`src/design/rbi_pkg.sv`:
```
// Shared types and constants for the ray/box intersection pipeline.
// No dependencies.
package rbi_pkg;

   localparam int NUM_AXES = 3;
   localparam int FIELD_W  = 32;

   typedef logic [1:0] cls_type;
   localparam cls_type CLS_BELOW  = 2'd0;
   localparam cls_type CLS_ABOVE  = 2'd1;
   localparam cls_type CLS_WITHIN = 2'd2;

   typedef logic [1:0] axis_idx_type;

   // Per-axis control flags carried down the pipe.
   typedef struct packed {
      cls_type cls;
      logic    skip;   // distance forced to minus one
      logic    neg;    // distance is negative
      logic    dneg;   // direction is negative
   } axis_ctl_type;

endpackage

```
`src/design/rbi_scale.sv`:
```
// Registered per-axis offset t * dir, shifted by FB and saturated.
// Uses rbi_pkg.
module rbi_scale import rbi_pkg::*; #(
   parameter int CW = 32,
   parameter int FB = 16
) (
   input  logic          clock,
   input  logic          en,
   input  logic [CW-1:0] tw,
   input  logic [CW-1:0] dmag,
   input  axis_ctl_type  ctl,
   output logic [CW-1:0] offs
);

   localparam int PW = 2 * CW;
   localparam int RW = PW - FB;

   logic [PW-1:0] prod;
   logic [RW-1:0] shr;
   logic [CW-1:0] lim;
   logic [CW-1:0] pm;
   logic [CW-1:0] offs_in;
   logic [CW-1:0] offs_ff;

   always_comb begin
      prod    = PW'(tw) * PW'(dmag);
      shr     = prod[PW-1:FB];
      lim     = ctl.dneg ? {1'b1, {(CW-1){1'b0}}} : {1'b0, {(CW-1){1'b1}}};
      pm      = (shr > RW'(lim)) ? lim : shr[CW-1:0];
      offs_in = ctl.dneg ? (~pm + 1'b1) : pm;
   end

   always_ff @(posedge clock) begin
      if (en) begin
         offs_ff <= offs_in;
      end
   end

   assign offs = offs_ff;

endmodule

```
`config.mk`:
```
export PLATFORM = sky130hd
export DESIGN_NAME = rbi_scale
export DESIGN_NICKNAME = d
export VERILOG_FILES = /design/src/design/rbi_pkg.sv /design/src/design/rbi_scale.sv
export SDC_FILE = /design/constraint.sdc
export NUM_CORES = 2
export LEC_CHECK = 0
export ABC_AREA = 1
export BUFFER_PORTS_ARGS = -buffer_cell sky130_fd_sc_hd__buf_2
export CORE_UTILIZATION = 70
export CTS_CLUSTER_DIAMETER = 50
export DETAILED_ROUTE_END_ITERATION = 7
export PLACE_DENSITY = 0.93
export SYNTH_ARGS = -nofsm -noshare
export SYNTH_HDL_FRONTEND = slang
export SYNTH_SLANG_ARGS = --single-unit
```
`constraint.sdc`:
```
create_clock -name clock -period 17.3 [get_ports clock]
set_input_delay 3.46 -clock clock [delete_from_list [all_inputs] [get_ports clock]]
set_output_delay 3.46 -clock clock [all_outputs]
set_load 0.005 [all_outputs]
```
==> flow_summary.ini <==
[outcome]
status = finished, final reports clean

[place]
port_buffers = 98
dp_hpwl_mm = 87.9
place_ws_ps = 2460
gp_congestion = 1.02
dp_cells = 5748

[yosys]
async_reset_ff_frac = 0
synthTopCellsByArea = fa_1, inv_1, nand2_1
syn-num-nets = 6416
ys_top_cells_by_count = inv_1, nand2_1, fa_1
ys.flop_type = edfxtp_1
synth_most_common_cell = inv_1
seq_area_frac_synth = 0.0250
synth_cells = 5157
yosys_warnings = 0
synth_top_area_frac = 0.466
synth_area_um2 = 38500
yosysUniqueCellTypes = 46
yosys.area.top_type = fa_1
synth.avg_cell_area_um2 = 7.46
synth_edf_count = 32
ys_ff_latch = 32

[cells_and_area]
largest_reg_flops = 32
stdcell_count = 5759
area_growth_syn_to_layout_pct = 1.85
fillers = 3842
multiInputGateArea_um2 = 30700
fin_nets = 6318
seqCellArea_um2 = 961
layout-drive-gt1-share = 0.0427

[clock_tree]
clockBufferDepth = 2
cts.repair.resized = 0
hold_buffers = 0
worst_setup_hold_path_clk_slew_ps = 50
cts_buffers = 5
cts_setup_buffers = 0
cts_tree = built
numClockSinks = 32
clock-root-buffer = clkbuf_16
htreeDepth = 2

[routing]
vias = 32700
drt-pass1-iter-count = 6
detail_route.vias_per_cell = 5.67
wl_mm = 106
dr.first_iter.drc_count = 3225
antenna_left = 0
drc = 0
wl_per_cell_um = 18.5

[worst_setup_path]
worstPathArrival_ps = 14850
crit_path_end_kind = flop
critPathTopFamily = adder cells
path_max_fanout = 56
startpoint_type = primary input
crit_slowest_cell = fa_1
slowest_delay_ps = 570
required_ps = 17330
cp.buffers_inverters = 7
critPathKind = primary input to flop

[grt]
grt_pass1_wl_mm = 176
grt_antenna_before_repair = 6
grt_pass1_vias = 36300
track_usage = 0.397
grt_start_max_net_pins = 67
global_route.overflow_total = 0

[floorplan]
start_util = 0.712
rows = 85
core_area_um2 = 54000
io_pins = 103
die_y_um = 236
die_area_um2 = 55900
die_x_um = 236

[timing]
layout_min_cycle_time_ps = 14820
hold_viol = 0
maxSlewViolCount = 0
whs_ps = 3770
setup_viol = 0
tightest_slew_ps = 975
period_share = 0.857
layout_setup_ws_ps = 2480
rsz0062_at_grt = no
finalSetupTns_ps = 0
fmax_mhz = 67.5
slew_headroom = 0.350

[hold_path]
hold_path_end = offs[11]
min_path_type = primary input to flop
min_from = en
holdPathStages = 1

[job]
cap_violations = 0
cell families (layout without fill, tap and decap cells):
logic type | Yosys count | in the layout | synth area share
simple gates | 1916 | 1916 | 0.201
buf+inv | 1807 | 1710 | 0.178
fa+ha+maj | 1188 | 1188 | 0.561
compound gates | 175 | 175 | 0.0254
xor+xnor | 37 | 37 | 0.00842
flops | 32 | 32 | 0.0250
mux | 2 | 2 | 0.000553
other cells | 0 | 3 | 0
stage by stage:
step / area, µm² / utilization
floorplan: 38500 / -
global placement: 39000 / 0.722
detailed placement: 39000 / 0.722
CTS: 39200 / 0.725
global route: 39200 / 0.725
finish: 39200 / 0.725
worst max-delay path by stage:
stage / to / from / slack [ps] / cells after the start
2_1_floorplan: offs[14] / tw[28] / 5200 / 48
3_3_place_gp: offs[14] / tw[15] / 2620 / 43
3_5_place_dp: offs[14] / tw[20] / 2460 / 46
4_1_cts: offs[14] / tw[20] / 2670 / 46
5_1_grt: offs[14] / tw[27] / 1860 / 47
6_report: offs[14] / tw[20] / 2480 / 46
final cells by class:
| cell class | instances | share of cell area |
|---|---|---|
| well taps | 696 | 0.0222 |
| diodes | 3 | 0.000192 |
| repair buffers | 104 | 0.0137 |
| clock inverters | 2 | 0.000894 |
| clock buffers | 6 | 0.00329 |
| flip-flops and latches | 32 | 0.0245 |
| multi-input cells | 3318 | 0.782 |
| inverters | 1598 | 0.153 |
layer usage:
metal  vias up  global-route usage  wire length (µm)
met5         -                   0                30
met1     15600               0.468             36100
met4         4               0.215              6780
li1      14200                   -                 -
met3       695              0.0711             10700
met2      2144               0.690             52600
placed cells by master (no fill, tap or decap), drive strengths merged, types with 22 or more instances in the layout:
cell,n
nor2,183
o21bai,22
a21oi,95
nand2,1570
o21ai,40
buf,104
inv,1597
nand3,116
edfxtp,32
fa,895
ha,293
Power is left out: the tool's default activity adds up to more than one toggle a clock period on the data nets, which glitch-free logic cannot reach.
