`config.mk`:
```
export PLATFORM = sky130hd
export DESIGN_NAME = rbi_div
export DESIGN_NICKNAME = d
export VERILOG_FILES = /design/src/design/rbi_div.sv
export SDC_FILE = /design/constraint.sdc
export NUM_CORES = 2
export LEC_CHECK = 0
export BUFFER_PORTS_ARGS = -buffer_cell sky130_fd_sc_hd__buf_4
export CAP_MARGIN = 10
export CORE_MARGIN = 5
export CORE_UTILIZATION = 49
export CTS_BUF_LIST = sky130_fd_sc_hd__clkbuf_8
export DETAILED_ROUTE_END_ITERATION = 7
export PLACE_DENSITY_LB_ADDON = 0.25
export REMOVE_ABC_BUFFERS = 1
export SLEW_MARGIN = 5
export SYNTH_ARGS = -nofsm -noshare
export SYNTH_HDL_FRONTEND = slang
export SYNTH_MEMORY_MAX_BITS = 65536
export SYNTH_SLANG_ARGS = --single-unit
export TNS_END_PERCENT = 30
```
`constraint.sdc`:
```
create_clock -name clock -period 9 [get_ports clock]
set_input_delay 1.8 -clock clock [delete_from_list [all_inputs] [get_ports clock]]
set_output_delay 1.8 -clock clock [all_outputs]
set_load 0.005 [all_outputs]
```
`src/design/rbi_div.sv`:
```
// Pipelined restoring divider: (mag << FB) / den, one quotient bit per stage.
// Standalone. Flags quotients of 2^CW or more.
module rbi_div #(
   parameter int CW = 32,
   parameter int FB = 16
) (
   input  logic          clock,
   input  logic          en,
   input  logic [CW-1:0] mag,
   input  logic [CW-1:0] den,
   output logic [CW-1:0] quo,
   output logic          ovf
);

   localparam int NW   = CW + FB;
   localparam int CMPW = ((FB > CW) ? FB : CW) + 1;

   logic [NW-1:0]   num;
   logic [CMPW-1:0] hi_cmp;
   logic [CMPW-1:0] den_cmp;

   logic [CW-1:0] rem_ff [0:CW];
   logic [CW-1:0] q_ff   [0:CW];
   logic [CW-1:0] lo_ff  [0:CW];
   logic [CW-1:0] den_ff [0:CW];
   logic          ovf_ff [0:CW];

   assign num     = {mag, {FB{1'b0}}};
   assign hi_cmp  = CMPW'(num[NW-1:CW]);
   assign den_cmp = CMPW'(den);

   always_ff @(posedge clock) begin
      if (en) begin
         rem_ff[0] <= CW'(num[NW-1:CW]);
         lo_ff[0]  <= num[CW-1:0];
         q_ff[0]   <= '0;
         den_ff[0] <= den;
         ovf_ff[0] <= hi_cmp >= den_cmp;
      end
   end

   for (genvar k = 1; k <= CW; k++) begin : g_stage
      logic [CW:0] trial;
      logic        ge;
      assign trial = {rem_ff[k-1], lo_ff[k-1][CW-1]};
      assign ge    = trial >= {1'b0, den_ff[k-1]};
      always_ff @(posedge clock) begin
         if (en) begin
            rem_ff[k] <= ge ? CW'(trial - {1'b0, den_ff[k-1]}) : trial[CW-1:0];
            q_ff[k]   <= {q_ff[k-1][CW-2:0], ge};
            lo_ff[k]  <= lo_ff[k-1] << 1;
            den_ff[k] <= den_ff[k-1];
            ovf_ff[k] <= ovf_ff[k-1];
         end
      end
   end

   assign quo = q_ff[CW];
   assign ovf = ovf_ff[CW];

endmodule

```
==> flow_metrics.tcl <==
set metrics [dict create \
    status "finished clean" \
    p_seq_share_pct 36.4 \
    path_class "reg -> reg" \
    path_buf_inv 2 \
    num_vias 96800 \
    ir_drop_mv 0.181 \
    yosys-top-cells-area "edfxtp_1, ha_1, a21oi_1, inv_1, o21ai_0" \
    synth_area_sq_um 146000 \
    crit_path_start_kind "flop" \
    cpPeakStageDelay_ns 0.54 \
    intPower_mw 34.8 \
    cp_max_fo 55 \
    track_usage_pct 21.8 \
    totalWireLength_um 347000 \
    synthAdderAreaFrac_pct 9.21 \
    clock.fmax_mhz 222 \
    cp-end-kind "flop" \
    post-route-period-util_pct 50.1 \
    p_per_area_nw_per_um2 353 \
    wire_per_inst_um 20.2 \
    cts_tree "done" \
    path_delay_family "compound AO/OA/AOI/OAI gates" \
    clock-root-buffer "clkbuf_8" \
    coreArea_sq_um 297000 \
    clock-sinks 2729 \
    design.die.area_sq_um 309000 \
    yosysTopAreaCellShare_pct 56.2 \
    hpwl_um 257000 \
    setup.worst_path.start "den_ff[0][555]" \
    synth_xor_area_share_pct 4.88 \
    rows 200 \
    finClkSkew_ns 0.0871 \
    yosys.area_share.simple_pct 8.70 \
    hold_violations 0 \
    ys_seq_area_share_pct 56.2 \
    min-delay-start "ovf_ff[1][11]" \
    port_buffers 98 \
    area_growth_pct 9.74 \
    pin_count 99 \
    holdWs_ns 0.384 \
    yosysWarnings 0 \
    post-cts-setup-buffers 0 \
    hold_buffers 0 \
    firstDrtPassIters 7 \
    start_util_pct 49.2 \
    cp_cell_sequence "inv_1 -> ha_1 -> and4_1 -> nand2_1 -> a211oi_1 -> o31ai_2 -> a21oi_1 -> o31a_1 -> a211oi_2 -> nand4b_1 -> o311ai_4 -> buf_4 -> mux2_2" \
    tightest_slew_ns 1.20 \
    synth_top_family_by_area "compound AO/OA/AOI/OAI gates" \
    drtIter0Drc 7768 \
    drv_cap 0 \
    synthMuxAreaShare_pct 2.81 \
    fin_setup_tns_ns 0 \
    postSynthAreaPerCell_sq_um 11.7 \
    grt_antenna_before_repair 5 \
    clkPwrFrac_pct 19.3 \
    arrival_ns 5.26 \
    ant_nets 0 \
    place_congestion 0.926 \
    required_ns 9.75 \
    nFillCells 25200 \
    synth_area_leader_cell "edfxtp_1" \
    synthFlopType "edfxtp_1" \
    drive_above_1_share_pct 9.11 \
    die_y_um 555 \
    comb_power_share_pct 44.3 \
    cts_made_buffers 458 \
    synth-edff-count 2729 \
    p_switching_mw 21.7 \
    switching_share_pct 38.3 \
    cts_max_level 5 \
    finalMaxSlewViolations 0 \
    synthCells 12500 \
    cp_slowest_cell "buf_4" \
    setup_viol 0 \
    max-slew-margin-rel_pct 19.6 \
    path_clk_slew_ns 0.06 \
    nets 13900 \
    ys_ff_latch 2729 \
    period_minus_slack_ns 4.51 \
    netlist_top_cells_count "edfxtp_1, inv_1, ha_1" \
    route.detailed.drc 0 \
    grt_max_degree 190 \
    final-seq-area_sq_um 81900 \
    grt_pass1_vias 96000 \
    power_leakage_nw 65.3 \
    grt_pass1_wl_um 538000 \
    async_flop_share_pct 0 \
    yosysMostFrequentCell "edfxtp_1" \
    multi_input_area_sq_um 57900 \
    r2r_start "den_ff[0][555]" \
    clkLatencyLatePin_ns 1.09 \
    hp-class "reg -> reg" \
    ys_types 98 \
    grt_overflow_total 0 \
    viasPerCell 5.64 \
    rsz0062_at_grt "false" \
    synth_compound_area_share_pct 14.0 \
    cts_resized 0 \
    cts_buffer_depth 4 \
    die_x_um 555 \
]
path summary, 6_finish.rpt:
kind         slack [ns]  depth (start not counted)              to
max                4.49                         13  rem_ff[0][586]
max reg2reg        4.49                         13  rem_ff[0][586]
min                0.38                          0   ovf_ff[1][12]
min reg2reg        0.38                          0   ovf_ff[1][12]
per-stage QoR:
step	setup slack, ns	area (sq um)	instances	utilization [%]	power [mW]
6_report	4.49	160000	17100	54.0	56.5
5_1_grt	4.19	160000	17100	54.0	60.4
4_1_cts	4.44	160000	17100	53.9	56.8
3_5_place_dp	4.43	151000	16300	50.9	45.5
3_3_place_gp	4.47	151000	16300	50.9	45.0
2_1_floorplan	4.10	145000	12200	-	38.5
kinds of logic after synthesis:
| kind of cell | count (synthesis) |
|---|---|
| multiplexers | 364 |
| adder cells (fa/ha/maj) | 1055 |
| AO/OA/AOI/OAI | 3283 |
| XOR/XNOR | 813 |
| flip-flops | 2729 |
| AND/OR/NAND/NOR | 2681 |
| buffers and inverters | 1566 |
worst reg2reg max path, cell delays in order, from the launching register on:
cell	delay, ns
edfxtp_1	0.49
inv_1	0.08
ha_1	0.35
and4_1	0.26
nand2_1	0.20
a211oi_1	0.33
o31ai_2	0.13
a21oi_1	0.33
o31a_1	0.28
a211oi_2	0.12
nand4b_1	0.29
o311ai_4	0.26
buf_4	0.54
mux2_2	0.51
cells in the final DEF (no fill, tap or decap), types with 23 or more instances in the layout:
cell type / Yosys / layout
and4_1: 26 / 26
o21a_1: 139 / 138
o211ai_1: 40 / 40
ha_1: 1024 / 1024
o31ai_1: 72 / 72
buf_4: 8 / 143
a21boi_0: 33 / 33
or2_2: 33 / 33
nor4_1: 44 / 44
nor2_1: 671 / 670
a31oi_1: 92 / 91
bufinv_16: 0 / 33
mux2_2: 333 / 333
inv_1: 1269 / 1407
a41oi_1: 23 / 23
nand3_1: 160 / 159
o21ai_0: 847 / 847
a211oi_1: 81 / 81
clkbuf_8: 0 / 460
xnor2_1: 469 / 469
nand4_1: 175 / 175
nand2b_1: 138 / 138
a21o_1: 500 / 499
clkinv_1: 1 / 113
and3_1: 87 / 87
a211o_1: 25 / 24
edfxtp_1: 2729 / 2729
nor2b_1: 162 / 162
mux2i_1: 24 / 24
xor2_1: 344 / 344
nand2_1: 906 / 906
clkinv_2: 0 / 66
o21bai_1: 125 / 125
nor3_1: 120 / 120
and2_1: 45 / 45
fa_1: 31 / 31
or3_1: 39 / 39
a21oi_1: 995 / 990
o31a_1: 27 / 26
flip-flops by register name, summed over array words and instances (netlist names):
signal	count
rem_ff	1008
den_ff	1024
ovf_ff	33
q_ff	528
lo_ff	136
layout make-up:
class	instances	area share (%)
timing repair buffer	161	0.891
antenna	8	0.0125
tap	3939	3.08
clock inverter	383	1.65
inverter	1270	2.98
multi-input combinational	8196	36.2
clock buffer	460	3.96
sequential	2729	51.2
power by group through the flow:
stage | clock network [mW] | registers [mW] | logic, mW
2_1_floorplan | 0 | 19.6 | 18.9
3_3_place_gp | 0 | 20.8 | 24.2
3_5_place_dp | 0 | 20.8 | 24.7
4_1_cts | 11.3 | 20.6 | 24.9
5_1_grt | 11.9 | 20.8 | 27.8
6_report | 10.9 | 20.6 | 25.0
layer usage:
layer | global-route usage [%] | wire, um | vias up
met1 | 27.8 | 147000 | 46800
met4 | 7.70 | 12500 | 4
met5 | 0 | 292 | -
met2 | 38.2 | 171000 | 2622
li1 | - | - | 46600
met3 | 2.67 | 15800 | 719
Note: power is estimated with default switching activity, not from simulation.
