--- src/design/rbi_pkg.sv ---
// Shared types and constants for the ray/box intersection pipeline.
// No dependencies.
package rbi_pkg;

   localparam int NUM_AXES = 3;
   localparam int FIELD_W  = 32;

   typedef logic [1:0] cls_type;
   localparam cls_type CLS_BELOW  = 2'd0;
   localparam cls_type CLS_ABOVE  = 2'd1;
   localparam cls_type CLS_WITHIN = 2'd2;

   typedef logic [1:0] axis_idx_type;

   // Per-axis control flags carried down the pipe.
   typedef struct packed {
      cls_type cls;
      logic    skip;   // distance forced to minus one
      logic    neg;    // distance is negative
      logic    dneg;   // direction is negative
   } axis_ctl_type;

endpackage

--- src/design/rbi_classify.sv ---
// Per-axis slab classification, plane distance numerator and direction magnitude.
// Uses rbi_pkg.
module rbi_classify import rbi_pkg::*; #(
   parameter int CW = 32
) (
   input  logic [CW-1:0] bmin,
   input  logic [CW-1:0] bmax,
   input  logic [CW-1:0] org,
   input  logic [CW-1:0] dir,
   output axis_ctl_type  ctl,
   output logic [CW-1:0] mag,
   output logic [CW-1:0] dmag
);

   always_comb begin
      ctl.dneg = dir[CW-1];
      if ($signed(org) < $signed(bmin)) begin
         ctl.cls = CLS_BELOW;
      end else if ($signed(bmax) < $signed(org)) begin
         ctl.cls = CLS_ABOVE;
      end else begin
         ctl.cls = CLS_WITHIN;
      end
      ctl.skip = (ctl.cls == CLS_WITHIN) || (dir == '0);
      ctl.neg  = (ctl.cls == CLS_ABOVE) != ctl.dneg;
      mag      = (ctl.cls == CLS_BELOW) ? (bmin - org) : (org - bmax);
      dmag     = ctl.dneg ? (~dir + 1'b1) : dir;
   end

endmodule

--- config.mk ---
export PLATFORM = sky130hd
export DESIGN_NAME = rbi_classify
export DESIGN_NICKNAME = d
export VERILOG_FILES = /design/src/design/rbi_pkg.sv /design/src/design/rbi_classify.sv
export SDC_FILE = /design/constraint.sdc
export NUM_CORES = 1
export LEC_CHECK = 0
export BUFFER_PORTS_ARGS = -buffer_cell sky130_fd_sc_hd__buf_2
export CAP_MARGIN = 20
export CORE_AREA = 2 2 114 116
export DETAILED_ROUTE_END_ITERATION = 12
export DIE_AREA = 0 0 116 118
export PLACE_DENSITY = 0.83
export SLEW_MARGIN = 20
export SYNTH_ARGS = -nofsm -noshare
export SYNTH_HDL_FRONTEND = slang
export SYNTH_SLANG_ARGS = --single-unit
--- constraint.sdc ---
create_clock -name vclk -period 3.8
set_input_delay 0.76 -clock vclk [all_inputs]
set_output_delay 0.76 -clock vclk [all_outputs]
set_load 0.1 [all_outputs]
==> results of run 1 <==
==> cells by family after synthesis <==
kind of cell / synth area share (%)
compound gates: 33.01
simple gates: 17.55
mux: 1.356
buf+inv: 9.370
xor+xnor: 11.54
fa+ha+maj: 27.17
==> Yosys cell counts (4+ instances only) <==
library cell | n | area (sq um)
a211oi_1 | 9 | 67.56
a21o_1 | 53 | 397.9
a21oi_1 | 82 | 410.4
a31oi_1 | 10 | 62.56
and3_1 | 11 | 68.82
clkbuf_1 | 37 | 138.9
ha_1 | 127 | 1589
inv_1 | 104 | 390.4
mux2i_1 | 7 | 70.07
nand2_1 | 61 | 229.0
nand2b_1 | 11 | 68.82
nand3_1 | 11 | 55.05
nand3b_1 | 4 | 30.03
nand4_1 | 7 | 43.79
nor2_1 | 47 | 176.4
nor2b_1 | 8 | 50.05
nor3_1 | 14 | 70.07
o211ai_1 | 11 | 82.58
o21a_1 | 14 | 105.1
o21ai_0 | 52 | 260.3
o21bai_1 | 8 | 60.06
o31a_1 | 8 | 70.07
o31ai_1 | 16 | 120.1
or2_2 | 5 | 31.28
or3_1 | 7 | 43.79
or4_1 | 4 | 30.03
xnor2_1 | 62 | 543.0
xor2_1 | 17 | 148.9
==> layer usage <==
metal | GRT usage [%] | GRT overflow
met1 | 55.84 | 0
met2 | 83.22 | 1
met3 | 28.53 | 0
met4 | 56.25 | 0
met5 | 3.137 | 0
==> repair_timing <==
item                                    in CTS
gates cloned                                 3
endpoints found under the setup margin      48
endpoints found under the hold margin        0
pin swaps                                   86
gates resized for setup                    178
setup buffers                               30
==> through the flow <==
| stage | util (%) | instance area, sq um | setup TNS (ns) | hold slack [ns] | instances |
|---|---|---|---|---|---|
| CTS | 92.29 | 11460 | -11.54 | 1.908 | 1476 |
| detailed placement | 83.86 | 10410 | -16.44 | 1.908 | 1445 |
| global placement | 83.86 | 10410 | -12.62 | 1.897 | 1445 |
| floorplan | - | 6849 | -14.87 | 1.721 | 869 |
==> impl_results.md, run 1 <==
* Status: did not finish
* Exit stage: global routing (5_1_grt)
* First Err: [ERROR GRT-0116] Global routing finished with congestion. Check the congestion regions in the DRC Viewer.
* Largest net degree at the start of global routing at 36
* Mapped Area at 5996 sq um
* Gr ovfl total at 1
* Avg Synthesized Cell Area at 6.900 sq um
* Die height at 118 um
* Std cell rows at 41
* YS warnings at 0
* Cell count after synthesis at 869
* Die width at 116 um
* Sequential element share of the synthesized area at 0%
* Synth cell types at 61
* DP HPWL at 22,340 um
* Global placer's final weighted congestion at 1.056
* PortBufs at 197
* IO Pins at 197
* Hold-fix buffers, CTS at 0
* Total track usage at 56.79%
* Vias in the first global route at 11.40k
* Starting Density at 48.30%
* Dpl ws at -0.5674 ns
* Post-Synthesis Net Count at 1,126
* First-pass GRT wire length at 60,460 um
==> run 2, diff against run 1 <==
--- a/config.mk
+++ b/config.mk
@@ -7,10 +7,10 @@
 export LEC_CHECK = 0
 export BUFFER_PORTS_ARGS = -buffer_cell sky130_fd_sc_hd__buf_2
 export CAP_MARGIN = 20
-export CORE_AREA = 2 2 114 116
+export CORE_AREA = 2 2 126 128
 export DETAILED_ROUTE_END_ITERATION = 12
-export DIE_AREA = 0 0 116 118
-export PLACE_DENSITY = 0.83
+export DIE_AREA = 0 0 128 130
+export PLACE_DENSITY_LB_ADDON = 0.15
 export SLEW_MARGIN = 20
 export SYNTH_ARGS = -nofsm -noshare
 export SYNTH_HDL_FRONTEND = slang
==> constraint.sdc (replaced) <==
create_clock -name vclk -period 4.9
set_input_delay 0.98 -clock vclk [all_inputs]
set_output_delay 0.98 -clock vclk [all_outputs]
set_load 0.1 [all_outputs]
==> impl_results.md, run 2 <==
* Worst setup SP type: input port
* IO Pins at 197 (unchanged)
* Total Routed Length at 19,010 um
* PortBufs at 197 (unchanged)
* Maximum vdd drop at 0.1557 mV
* Seq cells at 0
* Share of cells above drive strength 1 at 28.33%
* Drc violations at 0
* Commonest non-fill, non-tap cell in the layout: buf_2
* Ant. Diodes at 0
* Die ar. at 16,640 sq um
* Total chip power at 0.002109 W
* Post-layout util at 53.63%
* Min-Delay Path Class: in -> out
* FF/Latch Area at 0 sq um
* Number of buffers and inverters on the critical path at 2
* Worst path cell trace: buf_2 > or4_1 > or4_1 > or4_4 > or3_1 > o31ai_1 > xnor2_2 > buf_12
* Sequential element share of the synthesized area at 0% (unchanged)
* Most frequent cells in the layout: 156 x buf_2, 122 x ha_1, 101 x inv_1, 67 x a21oi_1, 60 x nand2_1
* Std cell rows at 46 (was 41)
* Ranking of synthesized cells by area: ha_1 27%, xnor2_1 9.1%, a21oi_1 6.8% (unchanged)
* Final setup violation count at 0
* Fin crit share at 96.88%
* Max_slew headroom at 41.03%
* Mux contribution to synthesized area at 1.356% (unchanged)
* YS warnings at 0 (unchanged)
* Hold Slack at 2.327 ns
* Crit end category: output pin
* Via count at 6,769
* Clkbuf count at 0
* WP data required at 3.92 ns
* Path type of the worst setup path: in -> out
* Area Overhead vs Synth at 37.98%
* Share of the synthesized area in the top cell type at 26.50% (unchanged)
* Post-synthesis compound-gate area fraction at 33.01% (unchanged)
* Critical-path maximum fanout at 4
* Final TNS setup at 0 ns
* Dominant cell type by area after synthesis: ha_1 (unchanged)
* WL per Instance at 15.19 um
* Cell mode on critical path: or4_1
* Hold violation count in the final report at 0
* PwrDens at 255.0 nW/um^2
* Worst slew pin tran at 0.8622 ns
* Pins Over Slew Limit at 0
* Adder-Cell Fraction of Synth Area at 27.17% (unchanged)
* Initial drt markers at 338
* Total track usage at 22.03%
* Filler Cell Count at 1,558
* Initial antenna violation count at 1
* Main combinational cell family by area after synthesis: compound AO/OA/AOI/OAI gates (unchanged)
* Vias in the first global route at 6,303
* Mapped Area at 5996 sq um (unchanged)
* Core area at 15,420 sq um
* Global placer's final weighted congestion at 0.8997 (was 1.056)
* Starting Density at 38.87% (was 48.30%)
* RSZ-0062 raised after global routing: false
* Routed Antenna Nets at 0
* Fin crit period at 4.747 ns
* Die height at 130 um (was 118 um)
* Synth top cells by count: 127 x ha_1, 104 x inv_1, 82 x a21oi_1 (unchanged)
* Status: finished, final reports clean (was did not finish)
* First-pass GRT wire length at 30,590 um
* Count leader, synth: ha_1 (unchanged)
* Cell count after synthesis at 869 (unchanged)
* Gr ovfl total at 0
* Post-synthesis simple-gate area fraction at 17.55% (unchanged)
* Pre-Repair DR Iteration Count at 5
* Synth cell types at 61 (unchanged)
* XOR/XNOR Fraction of Synth Area at 11.54% (unchanged)
* Nets@finish at 1,318
* Max Cap Viol at 0
* Leakage at 4.313 nW
* Slowest stage delay, CP at 0.58 ns
* Post-Synthesis Net Count at 1,126 (unchanged)
* Die width at 128 um (was 116 um)
* Vias/cell at 5.411
* CP delay by family, top: simple AND/OR/NAND/NOR gates
* Slowest cell on crit path: or4_1
* FMAX at 210.7 MHz
* Largest net degree at the start of global routing at 36
* Avg Synthesized Cell Area at 6.900 sq um (unchanged)
* Worst EP arrival at 3.77 ns
* DP HPWL at 16,640 um (was 22,340 um)
## run 2: metrics by stage
step | worst slack, ns | cell area (sq um) | cells
detailed placement | -0.2540 | 8223 | 1250
floorplan | -0.4562 | 6359 | 869
finish | 0.1531 | 8273 | 1251
CTS | 0.01901 | 8229 | 1250
global placement | -0.2714 | 8223 | 1250
global route | 0.005484 | 8273 | 1251
## run 2: layout make-up
class / count / area [sq um] / area share, %
Timing Repair Buffer: 232 / 1877 / 22.69
Multi-Input combinational cell: 723 / 5756 / 69.57
Inverter: 104 / 400.4 / 4.840
Tap cell: 192 / 240.2 / 2.904
## run 2: path summary, 6_finish.rpt
check	startpoint	endpoint	slack, ns	cells after the start
hold / removal	dir[27]	dmag[27]	2.33	3
setup / recovery	dir[12]	dmag[29]	0.15	8
## run 2: cells by family after synthesis
kind of cell | Yosys count
AOI/OAI and AO/OA | 301
xor gates and xnor gates | 79
adders and majority gates | 129
buffers and inverters | 146
muxes | 8
and+or+nand+nor | 206
## run 2: routing by layer
| layer | vias up | track usage, % | routed length, um |
|---|---|---|---|
| met4 | 2 | 2.909 | 238 |
| met2 | 218 | 37.62 | 8874 |
| li1 | 3458 | - | - |
| met3 | 21 | 1.804 | 1057 |
| met5 | - | 0 | 12 |
| met1 | 3070 | 31.13 | 8824 |
## run 2: repair_timing
item                       4_1_cts  5_1_grt
setup endpoints to repair        4       12
gates resized for setup          2        9
setup buffers                    0        1
hold buffers                     0        0
pin swaps                        1        2
## run 2: where the power goes
part / internal (W) / switching, W
logic: 0.000729 / 0.00138
registers: 0 / 0
clock network: 0 / 0
## run 2: worst min-delay path: stages
cell     delay, ns
buf_2         0.11
xnor2_2       0.09
buf_12        0.16
Power figures use the tool's default switching activity.
==> run 3, diff against run 2 <==
--- a/config.mk
+++ b/config.mk
@@ -11,6 +11,7 @@
 export DETAILED_ROUTE_END_ITERATION = 12
 export DIE_AREA = 0 0 128 130
 export PLACE_DENSITY_LB_ADDON = 0.15
+export RECOVER_POWER = 100
 export SLEW_MARGIN = 20
 export SYNTH_ARGS = -nofsm -noshare
 export SYNTH_HDL_FRONTEND = slang
==> impl_results.md, run 3 (synthesis gave the netlist of run 2 again) <==
* Status: finished, violations left (was finished, final reports clean)
* Failing checks: capacitance limit, slew limit
* PwrDens at 249.0 nW/um^2 (was 255.0 nW/um^2)
* Vias/cell at 5.400 (was 5.411)
* Largest net degree at the start of global routing at 36 (unchanged)
* Total track usage at 22.03% (unchanged)
* Worst hold endpoint: dmag[30] (was dmag[27])
* Setup ws final at 0.1084 ns (was 0.1531 ns)
* Worst path cell trace: buf_2 > or4_1 > or4_1 > or4_4 > or3_1 > o31ai_1 > xnor2_2 > clkbuf_8 (was buf_2 > or4_1 > or4_1 > or4_4 > or3_1 > o31ai_1 > xnor2_2 > buf_12)
* Gr ovfl total at 0 (unchanged)
* Clkbuf count at 0 (unchanged)
* Commonest non-fill, non-tap cell in the layout: buf_2 (unchanged)
* Max Cap Viol at 1 (was 0)
* Starting Density at 38.87% (unchanged)
* Die ar. at 16,640 sq um (unchanged)
* Most frequent cells in the layout: 130 x buf_2, 122 x ha_1, 101 x inv_1, 70 x a21oi_1, 60 x nand2_1 (was 156 x buf_2, 122 x ha_1, 101 x inv_1, 67 x a21oi_1, 60 x nand2_1)
* Slowest stage delay, CP at 0.58 ns (about the same)
* Seq cells at 0 (unchanged)
* M3 GR Usage at 1.804% (unchanged)
* Met1 GRT Util at 31.13% (unchanged)
* Pre-Repair DR Iteration Count at 5 (unchanged)
* Fin crit period at 4.792 ns (was 4.747 ns)
* WL per Instance at 15.18 um (was 15.19 um)
* Fin crit share at 97.79% (was 96.88%)
* Core area at 15,420 sq um (unchanged)
* Crit end category: output pin (unchanged)
* Initial antenna violation count at 1 (unchanged)
* Share of cells above drive strength 1 at 26.35% (was 28.33%)
* Total chip power at 0.001996 W (was 0.002109 W)
* Path type of the worst setup path: in -> out (unchanged)
* Slowest cell on crit path: or4_1 (unchanged)
* Std cell rows at 46 (unchanged)
* Leakage at 4.178 nW (was 4.313 nW)
* Cell mode on critical path: or4_1 (unchanged)
* First-pass GRT wire length at 30,590 um (unchanged)
* Min-Delay Path Class: in -> out (unchanged)
* Maximum vdd drop at 0.1591 mV (was 0.1557 mV)
* GRT met2 Usage at 37.62% (unchanged)
* Cells after DPL at 1,250 (unchanged)
* Critical-path maximum fanout at 4 (unchanged)
* Hold Slack at 2.338 ns (was 2.327 ns)
* Busiest grt layer: met2 (unchanged)
* PortBufs at 197 (unchanged)
* Die height at 130 um (unchanged)
* Vias in the first global route at 6,303 (unchanged)
* WP data required at 3.92 ns (about the same)
* Hold violation count in the final report at 0 (unchanged)
* Post-layout util at 51.97% (was 53.63%)
* Ant. Diodes at 0 (unchanged)
* Max_slew headroom at -0.02972% (was 41.03%)
* Hold Startpoint: dir[30] (was dir[27])
* DP HPWL at 16,640 um (unchanged)
* FF/Latch Area at 0 sq um (unchanged)
* Total Routed Length at 18,990 um (was 19,010 um)
* Worst EP arrival at 3.81 ns (was 3.77 ns)
* Dpl ws at -0.2540 ns (unchanged)
* Via count at 6,755 (was 6,769)
* IO Pins at 197 (unchanged)
* FMAX at 208.7 MHz (was 210.7 MHz)
* Routed Antenna Nets at 0 (unchanged)
* Nets@finish at 1,318 (unchanged)
* Final setup violation count at 0 (unchanged)
* Area Overhead vs Synth at 33.70% (was 37.98%)
* Worst slew pin tran at 1.500 ns (was 0.8622 ns)
* Initial drt markers at 442 (was 338)
* Cell count of the worst hold path at 3 (unchanged)
* RSZ-0062 raised after global routing: false (unchanged)
* Worst setup SP type: input port (unchanged)
* Global placer's final weighted congestion at 0.8997 (unchanged)
* Die width at 128 um (unchanged)
* Fin cells at 1,251 (unchanged)
* Drc violations at 0 (unchanged)
* Pins Over Slew Limit at 35 (was 0)
## run 3: cell count changes in the layout (fill, tap and decap cells not counted), moves of 4 or more
cell | previous run | this run
clkbuf_2 | 0 | 11
clkbuf_1 | 0 | 18
buf_6 | 0 | 4
clkbuf_4 | 0 | 8
buf_2 | 156 | 130
buf_12 | 42 | 22
## run 3: layout make-up
class              count  area (sq um)
repair buffers       232          1632
well taps            192         240.2
multi-input cells    723          5744
inverters            104         400.4
fillers             1608          7408
## run 3: critical path, delay by kind of cell
| family | cells | cell delay (ns) |
|---|---|---|
| simple gates | 4 | 1.93 |
| buf+inv | 2 | 0.37 |
| compound gates | 1 | 0.37 |
| xor+xnor | 1 | 0.16 |
## run 3: worst max path at each step
stage	startpoint	end	slack (ns)
after floorplan	bmin[21]	mag[11]	-0.46
after global placement	bmax[1]	ctl[1]	-0.27
after detailed placement	bmax[1]	ctl[1]	-0.25
after CTS	bmax[1]	ctl[1]	0.02
after global routing	bmin[6]	mag[29]	0.005
final	dir[12]	dmag[29]	0.11
## run 3: power breakdown
part           internal (W)  switching [W]  total, W
clock network             0              0         0
logic              0.000635        0.00136   0.00200
registers                 0              0         0
total              0.000635        0.00136   0.00200
## run 3: per-layer routing
layer,wire length (um),vias to the layer above
met3,1024,26
met2,8837,222
met5,12,-
met4,267,2
met1,8847,3052
li1,-,3453
## run 3: timing repair
item,4_1_cts,5_1_grt
setup buffers,0,1
pin swaps,1,2
hold buffers,0,0
gates resized for setup,2,9
cloned,0,0
endpoints found under the setup margin,4,12
## run 3: stage by stage
step           cell area, sq um  setup TNS, ns
2_1_floorplan              6359         -4.207
3_3_place_gp               8223        -0.8457
3_5_place_dp               8223        -0.7719
4_1_cts                    8229              0
5_1_grt                    8016              0
6_report                   8016              0
